File: src/ue2ct_pkg.sv
//------------------------------------------------------------------------------
// ue2ct_pkg
// Shared types, stage indices and reciprocal constants for the epoch converter.
//------------------------------------------------------------------------------
`default_nettype none

package ue2ct_pkg;

   // Pipeline depth and stage indices.
   localparam int NUM_STAGES = 11;
   localparam int LAST_STAGE = NUM_STAGES - 1;

   localparam int ST_IN      = 0;   // day count product
   localparam int ST_SPLIT   = 1;   // day count and second of day
   localparam int ST_MIN_MUL = 2;   // minute count product, weekday product
   localparam int ST_MIN     = 3;   // minute count, second, weekday
   localparam int ST_TOD     = 4;   // hour and minute done
   localparam int ST_ERA_MUL = 2;   // shifted day count, era product
   localparam int ST_ERA     = 3;   // era and day of era
   localparam int ST_CENT    = 4;   // four-year and century corrections
   localparam int ST_YNUM    = 5;   // corrected day count for the year divide
   localparam int ST_YMUL    = 6;   // year of era product
   localparam int ST_YOE     = 7;   // year of era and day of year
   localparam int ST_MON     = 8;   // March-based month
   localparam int ST_DMUL    = 9;   // month start product
   localparam int ST_OUT     = 10;  // final date

   typedef logic [NUM_STAGES-1:0] stage_vec_type;
   localparam stage_vec_type STAGE_ALL = '1;

   typedef struct packed {
      logic [4:0] hour;
      logic [5:0] minute;
      logic [5:0] second;
      logic [2:0] weekday;
   } tod_type;

   typedef struct packed {
      logic [11:0] year;
      logic [3:0]  month;
      logic [4:0]  day;
   } date_type;

   // Calendar constants.
   localparam int SECS_PER_DAY   = 86400;
   localparam int MINS_PER_HOUR  = 60;
   localparam int SECS_PER_MIN   = 60;
   localparam int DAYS_PER_WEEK  = 7;
   localparam int WEEKDAY_ANCHOR = 4;
   localparam int DAYS_SHIFT     = 719468;
   localparam int DAYS_PER_ERA   = 146097;
   localparam int DAYS_LAST_ERA  = 146096;
   localparam int DAYS_PER_CENT  = 36524;
   localparam int DAYS_PER_4Y    = 1460;
   localparam int DAYS_PER_YEAR  = 365;
   localparam int YEARS_PER_CENT = 100;
   localparam int YEARS_PER_ERA  = 400;
   localparam int MONTH_SPAN     = 153;
   localparam int MONTH_STEP     = 5;
   localparam int MONTH_BIAS     = 2;
   localparam int MARCH_BASE     = 3;
   localparam int JAN_WRAP       = 10;
   localparam int LAST_FEB_MONTH = 2;

   // Division by a constant D for x < 2^W uses ceil(2^K / D) with 2^K >= 2^W * D,
   // which gives the exact floor without a correction step.
   localparam int DAY_PRESHIFT = 7;
   localparam int DAY_DIV      = 675;
   localparam int DAY_SHIFT    = 35;
   localparam logic [25:0] DAY_RECIP =
      26'(((64'd1 << DAY_SHIFT) + 64'(DAY_DIV) - 64'd1) / 64'(DAY_DIV));

   localparam int MIN_SHIFT = 23;
   localparam logic [17:0] MIN_RECIP =
      18'(((64'd1 << MIN_SHIFT) + 64'(SECS_PER_MIN) - 64'd1) / 64'(SECS_PER_MIN));

   localparam int HR_SHIFT = 17;
   localparam logic [11:0] HR_RECIP =
      12'(((64'd1 << HR_SHIFT) + 64'(MINS_PER_HOUR) - 64'd1) / 64'(MINS_PER_HOUR));

   localparam int WK_SHIFT = 20;
   localparam logic [17:0] WK_RECIP =
      18'(((64'd1 << WK_SHIFT) + 64'(DAYS_PER_WEEK) - 64'd1) / 64'(DAYS_PER_WEEK));

   localparam int ERA_SHIFT = 38;
   localparam logic [20:0] ERA_RECIP =
      21'(((64'd1 << ERA_SHIFT) + 64'(DAYS_PER_ERA) - 64'd1) / 64'(DAYS_PER_ERA));

   localparam int Q4Y_SHIFT = 29;
   localparam logic [18:0] Q4Y_RECIP =
      19'(((64'd1 << Q4Y_SHIFT) + 64'(DAYS_PER_4Y) - 64'd1) / 64'(DAYS_PER_4Y));

   localparam int YR_SHIFT = 27;
   localparam logic [18:0] YR_RECIP =
      19'(((64'd1 << YR_SHIFT) + 64'(DAYS_PER_YEAR) - 64'd1) / 64'(DAYS_PER_YEAR));

   localparam int C100_SHIFT = 16;
   localparam logic [9:0] C100_RECIP =
      10'(((64'd1 << C100_SHIFT) + 64'(YEARS_PER_CENT) - 64'd1) / 64'(YEARS_PER_CENT));

   localparam int MON_SHIFT = 20;
   localparam logic [12:0] MON_RECIP =
      13'(((64'd1 << MON_SHIFT) + 64'(MONTH_SPAN) - 64'd1) / 64'(MONTH_SPAN));

   localparam int DIV5_SHIFT = 15;
   localparam logic [12:0] DIV5_RECIP =
      13'(((64'd1 << DIV5_SHIFT) + 64'(MONTH_STEP) - 64'd1) / 64'(MONTH_STEP));

endpackage

`default_nettype wire

File: src/ue2ct_split.sv
//------------------------------------------------------------------------------
// ue2ct_split
// Splits the epoch second count into a day count and a second of day.
//------------------------------------------------------------------------------
`default_nettype none

module ue2ct_split (
   input  wire                      clock,
   input  ue2ct_pkg::stage_vec_type adv,
   input  wire  [31:0]              epoch_seconds,
   output logic [15:0]              days,
   output logic [16:0]              sod
);
   import ue2ct_pkg::*;

   logic [31:0] secs_ff;
   logic [50:0] prod_ff;
   logic [50:0] prod_in;
   logic [15:0] days_ff;
   logic [15:0] days_in;
   logic [16:0] sod_ff;
   logic [31:0] sod_full;

   // The low seven bits of 86400 are zero, so the divide runs on secs / 128.
   assign prod_in = 51'(epoch_seconds[31:DAY_PRESHIFT]) * 51'(DAY_RECIP);

   assign days_in  = prod_ff[DAY_SHIFT +: 16];
   assign sod_full = secs_ff - 32'(days_in) * 32'(SECS_PER_DAY);

   always_ff @(posedge clock) begin
      if (adv[ST_IN]) begin
         secs_ff <= epoch_seconds;
         prod_ff <= prod_in;
      end
      if (adv[ST_SPLIT]) begin
         days_ff <= days_in;
         sod_ff  <= sod_full[16:0];
      end
   end

   assign days = days_ff;
   assign sod  = sod_ff;

endmodule

`default_nettype wire

File: src/ue2ct_tod.sv
//------------------------------------------------------------------------------
// ue2ct_tod
// Hour, minute, second and weekday, delayed to line up with the date path.
//------------------------------------------------------------------------------
`default_nettype none

module ue2ct_tod (
   input  wire                      clock,
   input  ue2ct_pkg::stage_vec_type adv,
   input  wire  [15:0]              days,
   input  wire  [16:0]              sod,
   output ue2ct_pkg::tod_type       tod
);
   import ue2ct_pkg::*;

   logic [34:0] min_prod_ff;
   logic [16:0] sod2_ff;
   logic [34:0] wk_prod_ff;
   logic [16:0] wk_num_ff;
   logic [16:0] wk_num_in;

   logic [10:0] mt_in;
   logic [16:0] sec_full;
   logic [14:0] wk_q;
   logic [16:0] wd_full;
   logic [10:0] mt_ff;
   logic [5:0]  sec3_ff;
   logic [2:0]  wd3_ff;
   logic [22:0] hr_prod_ff;

   logic [4:0]  hour_in;
   logic [10:0] min_full;
   tod_type     tod_in;
   tod_type     tod_ff [ST_TOD:LAST_STAGE];

   assign wk_num_in = 17'(days) + 17'(WEEKDAY_ANCHOR);

   // Minute count and second of minute; the weekday remainder runs alongside.
   assign mt_in    = min_prod_ff[MIN_SHIFT +: 11];
   assign sec_full = sod2_ff - 17'(mt_in) * 17'(SECS_PER_MIN);
   assign wk_q     = wk_prod_ff[WK_SHIFT +: 15];
   assign wd_full  = wk_num_ff - 17'(wk_q) * 17'(DAYS_PER_WEEK);

   assign hour_in  = hr_prod_ff[HR_SHIFT +: 5];
   assign min_full = mt_ff - 11'(hour_in) * 11'(MINS_PER_HOUR);

   always_comb begin
      tod_in.hour    = hour_in;
      tod_in.minute  = min_full[5:0];
      tod_in.second  = sec3_ff;
      tod_in.weekday = wd3_ff;
   end

   always_ff @(posedge clock) begin
      if (adv[ST_MIN_MUL]) begin
         min_prod_ff <= 35'(sod) * 35'(MIN_RECIP);
         sod2_ff     <= sod;
         wk_prod_ff  <= 35'(wk_num_in) * 35'(WK_RECIP);
         wk_num_ff   <= wk_num_in;
      end
      if (adv[ST_MIN]) begin
         mt_ff      <= mt_in;
         sec3_ff    <= sec_full[5:0];
         wd3_ff     <= wd_full[2:0];
         hr_prod_ff <= 23'(mt_in) * 23'(HR_RECIP);
      end
      if (adv[ST_TOD]) begin
         tod_ff[ST_TOD] <= tod_in;
      end
      for (int i = ST_TOD + 1; i <= LAST_STAGE; i++) begin
         if (adv[i]) begin
            tod_ff[i] <= tod_ff[i-1];
         end
      end
   end

   assign tod = tod_ff[LAST_STAGE];

endmodule

`default_nettype wire

File: src/ue2ct_date.sv
//------------------------------------------------------------------------------
// ue2ct_date
// Proleptic Gregorian date from a day count, by era and day of era.
//------------------------------------------------------------------------------
`default_nettype none

module ue2ct_date (
   input  wire                      clock,
   input  ue2ct_pkg::stage_vec_type adv,
   input  wire  [15:0]              days,
   output ue2ct_pkg::date_type      date
);
   import ue2ct_pkg::*;

   // Era stage.
   logic [19:0] shifted_in;
   logic [19:0] shifted_ff;
   logic [40:0] era_prod_ff;
   logic [2:0]  era_in;
   logic [19:0] in_era_full;
   logic [2:0]  era3_ff;
   logic [17:0] in_era3_ff;

   // Four-year and century corrections.
   logic [2:0]  cent_in;
   logic [17:0] in_era4_ff;
   logic [36:0] q4y_prod_ff;
   logic [2:0]  cent4_ff;
   logic        last4_ff;
   logic [2:0]  era4_ff;

   logic [7:0]  q4y_in;
   logic [17:0] ynum_in;
   logic [17:0] ynum5_ff;
   logic [17:0] in_era5_ff;
   logic [2:0]  era5_ff;

   logic [36:0] yr_prod6_ff;
   logic [17:0] in_era6_ff;
   logic [2:0]  era6_ff;

   // Year of era and day of year.
   logic [8:0]  yoe_in;
   logic [18:0] c100_prod;
   logic [2:0]  c100_q;
   logic [17:0] year_start;
   logic [17:0] doy_full;
   logic [8:0]  yoe7_ff;
   logic [8:0]  doy7_ff;
   logic [2:0]  era7_ff;

   logic [11:0] mon_num;
   logic [24:0] mon_prod;
   logic [3:0]  mp8_ff;
   logic [8:0]  doy8_ff;
   logic [8:0]  yoe8_ff;
   logic [2:0]  era8_ff;

   logic [11:0] mstart_num;
   logic [24:0] mstart_prod9_ff;
   logic [3:0]  mp9_ff;
   logic [8:0]  doy9_ff;
   logic [8:0]  yoe9_ff;
   logic [2:0]  era9_ff;

   logic [9:0]  mstart_in;
   logic [9:0]  day_full;
   logic [3:0]  month_in;
   logic [11:0] year_in;
   date_type    date_in;
   date_type    date_ff;

   // Days are rebased to 0000-03-01 so leap days fall at the end of a year.
   assign shifted_in  = 20'(days) + 20'(DAYS_SHIFT);
   assign era_in      = era_prod_ff[ERA_SHIFT +: 3];
   assign in_era_full = shifted_ff - 20'(era_in) * 20'(DAYS_PER_ERA);

   always_comb begin
      cent_in = 3'd0;
      if (in_era3_ff >= 18'(DAYS_PER_CENT))     cent_in = 3'd1;
      if (in_era3_ff >= 18'(2 * DAYS_PER_CENT)) cent_in = 3'd2;
      if (in_era3_ff >= 18'(3 * DAYS_PER_CENT)) cent_in = 3'd3;
      if (in_era3_ff >= 18'(4 * DAYS_PER_CENT)) cent_in = 3'd4;
   end

   assign q4y_in  = q4y_prod_ff[Q4Y_SHIFT +: 8];
   assign ynum_in = in_era4_ff - 18'(q4y_in) + 18'(cent4_ff) - 18'(last4_ff);

   assign yoe_in     = yr_prod6_ff[YR_SHIFT +: 9];
   assign c100_prod  = 19'(yoe_in) * 19'(C100_RECIP);
   assign c100_q     = c100_prod[C100_SHIFT +: 3];
   assign year_start = 18'(yoe_in) * 18'(DAYS_PER_YEAR) + 18'(yoe_in[8:2]) - 18'(c100_q);
   assign doy_full   = in_era6_ff - year_start;

   assign mon_num  = 12'(doy7_ff) * 12'(MONTH_STEP) + 12'(MONTH_BIAS);
   assign mon_prod = 25'(mon_num) * 25'(MON_RECIP);

   assign mstart_num = 12'(mp8_ff) * 12'(MONTH_SPAN) + 12'(MONTH_BIAS);

   assign mstart_in = mstart_prod9_ff[DIV5_SHIFT +: 10];
   assign day_full  = 10'(doy9_ff) - mstart_in + 10'd1;
   assign month_in  = (mp9_ff < 4'(JAN_WRAP)) ? mp9_ff + 4'(MARCH_BASE)
                                               : mp9_ff - 4'(JAN_WRAP - 1);
   assign year_in   = 12'(yoe9_ff) + 12'(era9_ff) * 12'(YEARS_PER_ERA)
                      + ((month_in <= 4'(LAST_FEB_MONTH)) ? 12'd1 : 12'd0);

   always_comb begin
      date_in.year  = year_in;
      date_in.month = month_in;
      date_in.day   = day_full[4:0];
   end

   always_ff @(posedge clock) begin
      if (adv[ST_ERA_MUL]) begin
         shifted_ff  <= shifted_in;
         era_prod_ff <= 41'(shifted_in) * 41'(ERA_RECIP);
      end
      if (adv[ST_ERA]) begin
         era3_ff    <= era_in;
         in_era3_ff <= in_era_full[17:0];
      end
      if (adv[ST_CENT]) begin
         in_era4_ff  <= in_era3_ff;
         q4y_prod_ff <= 37'(in_era3_ff) * 37'(Q4Y_RECIP);
         cent4_ff    <= cent_in;
         last4_ff    <= (in_era3_ff == 18'(DAYS_LAST_ERA));
         era4_ff     <= era3_ff;
      end
      if (adv[ST_YNUM]) begin
         ynum5_ff   <= ynum_in;
         in_era5_ff <= in_era4_ff;
         era5_ff    <= era4_ff;
      end
      if (adv[ST_YMUL]) begin
         yr_prod6_ff <= 37'(ynum5_ff) * 37'(YR_RECIP);
         in_era6_ff  <= in_era5_ff;
         era6_ff     <= era5_ff;
      end
      if (adv[ST_YOE]) begin
         yoe7_ff <= yoe_in;
         doy7_ff <= doy_full[8:0];
         era7_ff <= era6_ff;
      end
      if (adv[ST_MON]) begin
         mp8_ff  <= mon_prod[MON_SHIFT +: 4];
         doy8_ff <= doy7_ff;
         yoe8_ff <= yoe7_ff;
         era8_ff <= era7_ff;
      end
      if (adv[ST_DMUL]) begin
         mstart_prod9_ff <= 25'(mstart_num) * 25'(DIV5_RECIP);
         mp9_ff          <= mp8_ff;
         doy9_ff         <= doy8_ff;
         yoe9_ff         <= yoe8_ff;
         era9_ff         <= era8_ff;
      end
      if (adv[ST_OUT]) begin
         date_ff <= date_in;
      end
   end

   assign date = date_ff;

endmodule

`default_nettype wire

File: src/unix_epoch_to_civil_time.sv
//------------------------------------------------------------------------------
// unix_epoch_to_civil_time
// Unix second count to UTC calendar date, time of day and weekday.
//------------------------------------------------------------------------------
// Usage:
//   An item on the req_ channel carries a 32-bit unsigned count of seconds since
//   1970-01-01 00:00:00 UTC. For each item one result leaves on the rsp_ channel
//   with year, month, day, hour, minute, second and weekday (0 is Sunday).
//   The converter is an eleven-stage pipeline; every divide by a constant is a
//   multiply by a reciprocal with a register after it. An accepted item passes
//   every stage register before it reaches rsp_valid. While rsp_ready is high,
//   one item can be accepted in every cycle, so throughput is one per cycle.
//   Each stage keeps its own valid bit and loads whenever it is empty or its
//   item moves on, so when the receiver holds rsp_ready low the pipeline keeps
//   taking items until every stage is full; req_ready falls only then. The
//   result register holds its item steady until it is taken.
//   Reset clears all valid bits; the data registers are not reset, and no item
//   survives a reset.
//------------------------------------------------------------------------------
`default_nettype none

module unix_epoch_to_civil_time (
   input  wire         clock,
   input  wire         reset,
   input  wire         req_valid,
   output logic        req_ready,
   input  wire  [31:0] req_epoch_seconds,
   output logic        rsp_valid,
   input  wire         rsp_ready,
   output logic [11:0] rsp_year,
   output logic [3:0]  rsp_month,
   output logic [4:0]  rsp_day,
   output logic [4:0]  rsp_hour,
   output logic [5:0]  rsp_minute,
   output logic [5:0]  rsp_second,
   output logic [2:0]  rsp_weekday
);
   import ue2ct_pkg::*;

   stage_vec_type vld_ff;
   stage_vec_type vld_in;
   stage_vec_type adv;

   logic [15:0] days;
   logic [16:0] sod;
   tod_type     tod;
   date_type    date;

   // A stage may load unless it and every stage after it hold an item that
   // cannot move on.
   always_comb begin
      for (int i = 0; i < NUM_STAGES; i++) begin
         adv[i] = rsp_ready || !(&(vld_ff | ~(STAGE_ALL << i)));
      end
   end

   always_comb begin
      vld_in[ST_IN] = adv[ST_IN] ? req_valid : vld_ff[ST_IN];
      for (int i = 1; i < NUM_STAGES; i++) begin
         vld_in[i] = adv[i] ? vld_ff[i-1] : vld_ff[i];
      end
   end

   always_ff @(posedge clock) begin
      if (reset) begin
         vld_ff <= '0;
      end else begin
         vld_ff <= vld_in;
      end
   end

   ue2ct_split u_split (
      .clock         (clock),
      .adv           (adv),
      .epoch_seconds (req_epoch_seconds),
      .days          (days),
      .sod           (sod)
   );

   ue2ct_tod u_tod (
      .clock (clock),
      .adv   (adv),
      .days  (days),
      .sod   (sod),
      .tod   (tod)
   );

   ue2ct_date u_date (
      .clock (clock),
      .adv   (adv),
      .days  (days),
      .date  (date)
   );

   assign req_ready   = adv[ST_IN];
   assign rsp_valid   = vld_ff[LAST_STAGE];
   assign rsp_year    = date.year;
   assign rsp_month   = date.month;
   assign rsp_day     = date.day;
   assign rsp_hour    = tod.hour;
   assign rsp_minute  = tod.minute;
   assign rsp_second  = tod.second;
   assign rsp_weekday = tod.weekday;

   // Input backpressure only appears with a full pipeline and a stalled receiver.
   a_ready_full : assert property (@(posedge clock) disable iff (reset)
      !req_ready |-> ((&vld_ff) && !rsp_ready))
      else $error("req_ready low while the pipeline has room");

   a_accept_lands : assert property (@(posedge clock) disable iff (reset)
      (req_valid && req_ready) |=> vld_ff[ST_IN])
      else $error("accepted item missing from the first stage");

   a_date_range : assert property (@(posedge clock) disable iff (reset)
      rsp_valid |-> (rsp_year >= 12'd1970 && rsp_year <= 12'd2106
                     && rsp_month >= 4'd1 && rsp_month <= 4'd12
                     && rsp_day >= 5'd1 && rsp_day <= 5'd31))
      else $error("date field out of range");

   a_tod_range : assert property (@(posedge clock) disable iff (reset)
      rsp_valid |-> (rsp_hour < 5'd24 && rsp_minute < 6'd60
                     && rsp_second < 6'd60 && rsp_weekday < 3'd7))
      else $error("time of day or weekday out of range");

   a_drain_moves : assert property (@(posedge clock) disable iff (reset)
      (rsp_valid && rsp_ready && !vld_ff[LAST_STAGE-1]) |=> !rsp_valid)
      else $error("result repeated after it was taken");

endmodule

`default_nettype wire

File: config.mk
export PLATFORM = sky130hd
export DESIGN_NAME = unix_epoch_to_civil_time
export DESIGN_NICKNAME = d
export VERILOG_FILES = /design/src/ue2ct_pkg.sv /design/src/ue2ct_split.sv /design/src/ue2ct_tod.sv /design/src/ue2ct_date.sv /design/src/unix_epoch_to_civil_time.sv
export SDC_FILE = /design/constraint.sdc
export NUM_CORES = 2
export LEC_CHECK = 0
export ABC_CLOCK_PERIOD_IN_PS = 19000
export BUFFER_PORTS_ARGS = -buffer_cell sky130_fd_sc_hd__buf_2
export CORE_UTILIZATION = 60
export CTS_CLUSTER_SIZE = 40
export DETAILED_ROUTE_END_ITERATION = 8
export PLACE_DENSITY = 0.76
export SLEW_MARGIN = 20
export SYNTH_ARGS = -nofsm -noshare
export SYNTH_HDL_FRONTEND = slang
export SYNTH_SLANG_ARGS = --single-unit
File: constraint.sdc
create_clock -name clock -period 19 [get_ports clock]
set_clock_uncertainty 0.2 [all_clocks]
set_input_delay 0.95 -clock clock [delete_from_list [all_inputs] [get_ports clock]]
set_output_delay 0.95 -clock clock [all_outputs]
set_load 0.01 [all_outputs]
==> run summary <==
First-pass GRT wire length = 175600 um
N_diodes = 0
Port Buffers = 78
Post-synth EDFFs = 460
Slew HR = 24.93%
Root buf cell = clkbuf_16
Highest clock rate = 120.5 MHz
Routed WL = 104000 um
Vias in the first global route = 35.84k
Critical Path Source Type = register
Worst-path clk slew = 0.07 ns
Crit Path Category = reg2reg
Hold_buf cts = 0
TritonCTS Buffers = 51
Run status = complete, no violations
Netlist cell types = 71
Synthesized area = 0.05702 sq mm
Vias per std cell = 5.242
Critical path required time = 19.14 ns
Max-cap violations = 0
Syn nets = 7039
Count of pins over their slew limit = 0
H-tree Lvls = 2
Clock tree sinks = 471
Post-synthesis sequential area ratio = 24.61%
Ports = 79
Buffer levels on the longest clock path = 3
Final ANT Viol Nets = 0
Slowest cell on the critical path = xor2_1
Initial antenna violation count = 4
Post-CTS Setup Inserts = 0
Leading cell type in the layout, fill and taps excluded = ha_1
Core Region = 0.09375 sq mm
First drt pass iteration count = 5
Die area = 0.09626 sq mm
Final setup viols = 0
Chip width = 310.3 um
Post-CTS Resized = 0
Fin crit share = 43.68%
Yosys warnings = 0
Hold WC Path Type = reg2reg
Main flop type after synthesis = edfxtp_1
Row cnt = 112
Synth Instances = 4949
Area Overhead vs Synth = 6.397%
Residual DRC = 0
GP Congestion = 0.8971
Drt wl/cell = 16.36 um
Final hold slack = 0.1707 ns
Die Span Y = 310.3 um
Clock Latency Late Sink = 0.63 ns
Slowest Stage Delay on Critical Path = 0.57 ns
Slew @ Worst Pin = 1.118 ns
Final min period = 8.300 ns
Gr ovfl total = 0
Starting density of the core = 60.82%
Unrepaired setup endpoints after global routing = no
Initial DRC count = 1392
Setup tns final = 0 ns
GRT Overall Usage = 23.02%
CP Max Fanout = 11
Hpwl dp = 87440 um
Largest net degree at the start of global routing = 55
CTS tree = yes
#FFs+latches synth = 471
Final Hold Viols = 0
CP Capture Type = register
Via count = 33.33k
Commonest non-fill, non-tap cells in the layout = 1346 x ha_1, 1325 x inv_1, 708 x fa_1
Critical Path AT = 8.44 ns
Mapped Avg Cell Area = 11.52 sq um
Fraction of layout instances using a drive strength above 1 = 3.938%
NumNets Final = 7151
Ys async rst share = 0%
==> final cells by class <==
| cell class | count | area, sq um |
|---|---|---|
| multi-input cells | 3120 | 37830 |
| fillers | 7004 | 33090 |
| flip-flops and latches | 471 | 14030 |
| inverters | 1327 | 4981 |
| well taps | 1254 | 1569 |
| clock buffers | 58 | 1324 |
| repair buffers | 90 | 480.5 |
| clock inverters | 38 | 441.7 |
==> kinds of logic (layout without fill, tap and decap cells) <==
kind of cell	after synthesis	in the layout	synth area share (%)
flops	471	471	24.61
simple gates	386	386	3.272
xor+xnor	244	244	3.761
compound gates	435	435	4.848
buf+inv	1358	1513	9.092
fa+ha+maj	2054	2054	54.40
mux	1	1	0.01756
==> cells in the mapped netlist (56+ instances only) <==
cell / number / share of area (%)
a21o_1: 56 / 0.74
a21oi_1: 135 / 1.2
fa_1: 708 / 25
inv_1: 1326 / 8.7
nand2_1: 78 / 0.51
o21ai_0: 90 / 0.79
xor2_1: 63 / 0.97
edfxtp_1: 460 / 24
xnor2_1: 180 / 2.8
ha_1: 1346 / 30
nor2_1: 115 / 0.76
==> registers in the layout, indices dropped and copies added (netlist names), 11 cells and up <==
register           cells
u_date.date           21
u_date.in_era3_ff     18
u_date.in_era4_ff     18
u_date.shifted_ff     12
u_date.ynum5_ff       18
u_split.days          16
u_split.prod_ff       18
u_split.secs_ff       15
u_split.sod           17
u_tod.min_prod_ff     11
u_tod.tod_ff         140
vld_ff                11
==> path summary, 6_finish.rpt <==
| kind | from | endpoint | slack [ns] | cells past startpoint |
|---|---|---|---|---|
| hold / removal | u_tod.tod_ff[1][6] | u_tod.tod_ff[1][26] | 0.17 | 0 |
| setup / recovery | u_split.days[2] | u_date.era_prod_ff[39] | 10.70 | 28 |
| hold reg to reg | u_tod.tod_ff[1][6] | u_tod.tod_ff[1][26] | 0.17 | 0 |
| setup reg to reg | u_split.days[2] | u_date.era_prod_ff[39] | 10.70 | 28 |
==> through the flow <==
step                      cell area [sq um]  util (%)  worst slack [ns]  instances
final                                 60660     64.71             10.70       6358
after detailed placement              58890     62.81             10.73       6262
after global placement                58890     62.81             10.90       6262
after global routing                  60660     64.71             10.00       6358
after CTS                             60650     64.70             10.67       6358
after floorplan                       57020         -             11.60       4949
==> routing by layer <==
layer	track usage (%)	vias up	part of all wire, %
met5	0	-	0
met4	4.857	0	1.9
met3	2.452	136	3.5
met2	41.25	505	51
met1	30.09	16459	44
li1	-	16229	-
==> critical path, delay by kind of cell, from the launching register on <==
kind	cells	cell delay (ns)
simple gates	6	1.07
flops	1	0.56
buf+inv	5	0.71
compound gates	8	1.64
fa+ha+maj	8	3.28
xor+xnor	1	0.57
Power is left out: the tool's default activity adds up to more than one toggle a clock period on the data nets, which glitch-free logic cannot reach.
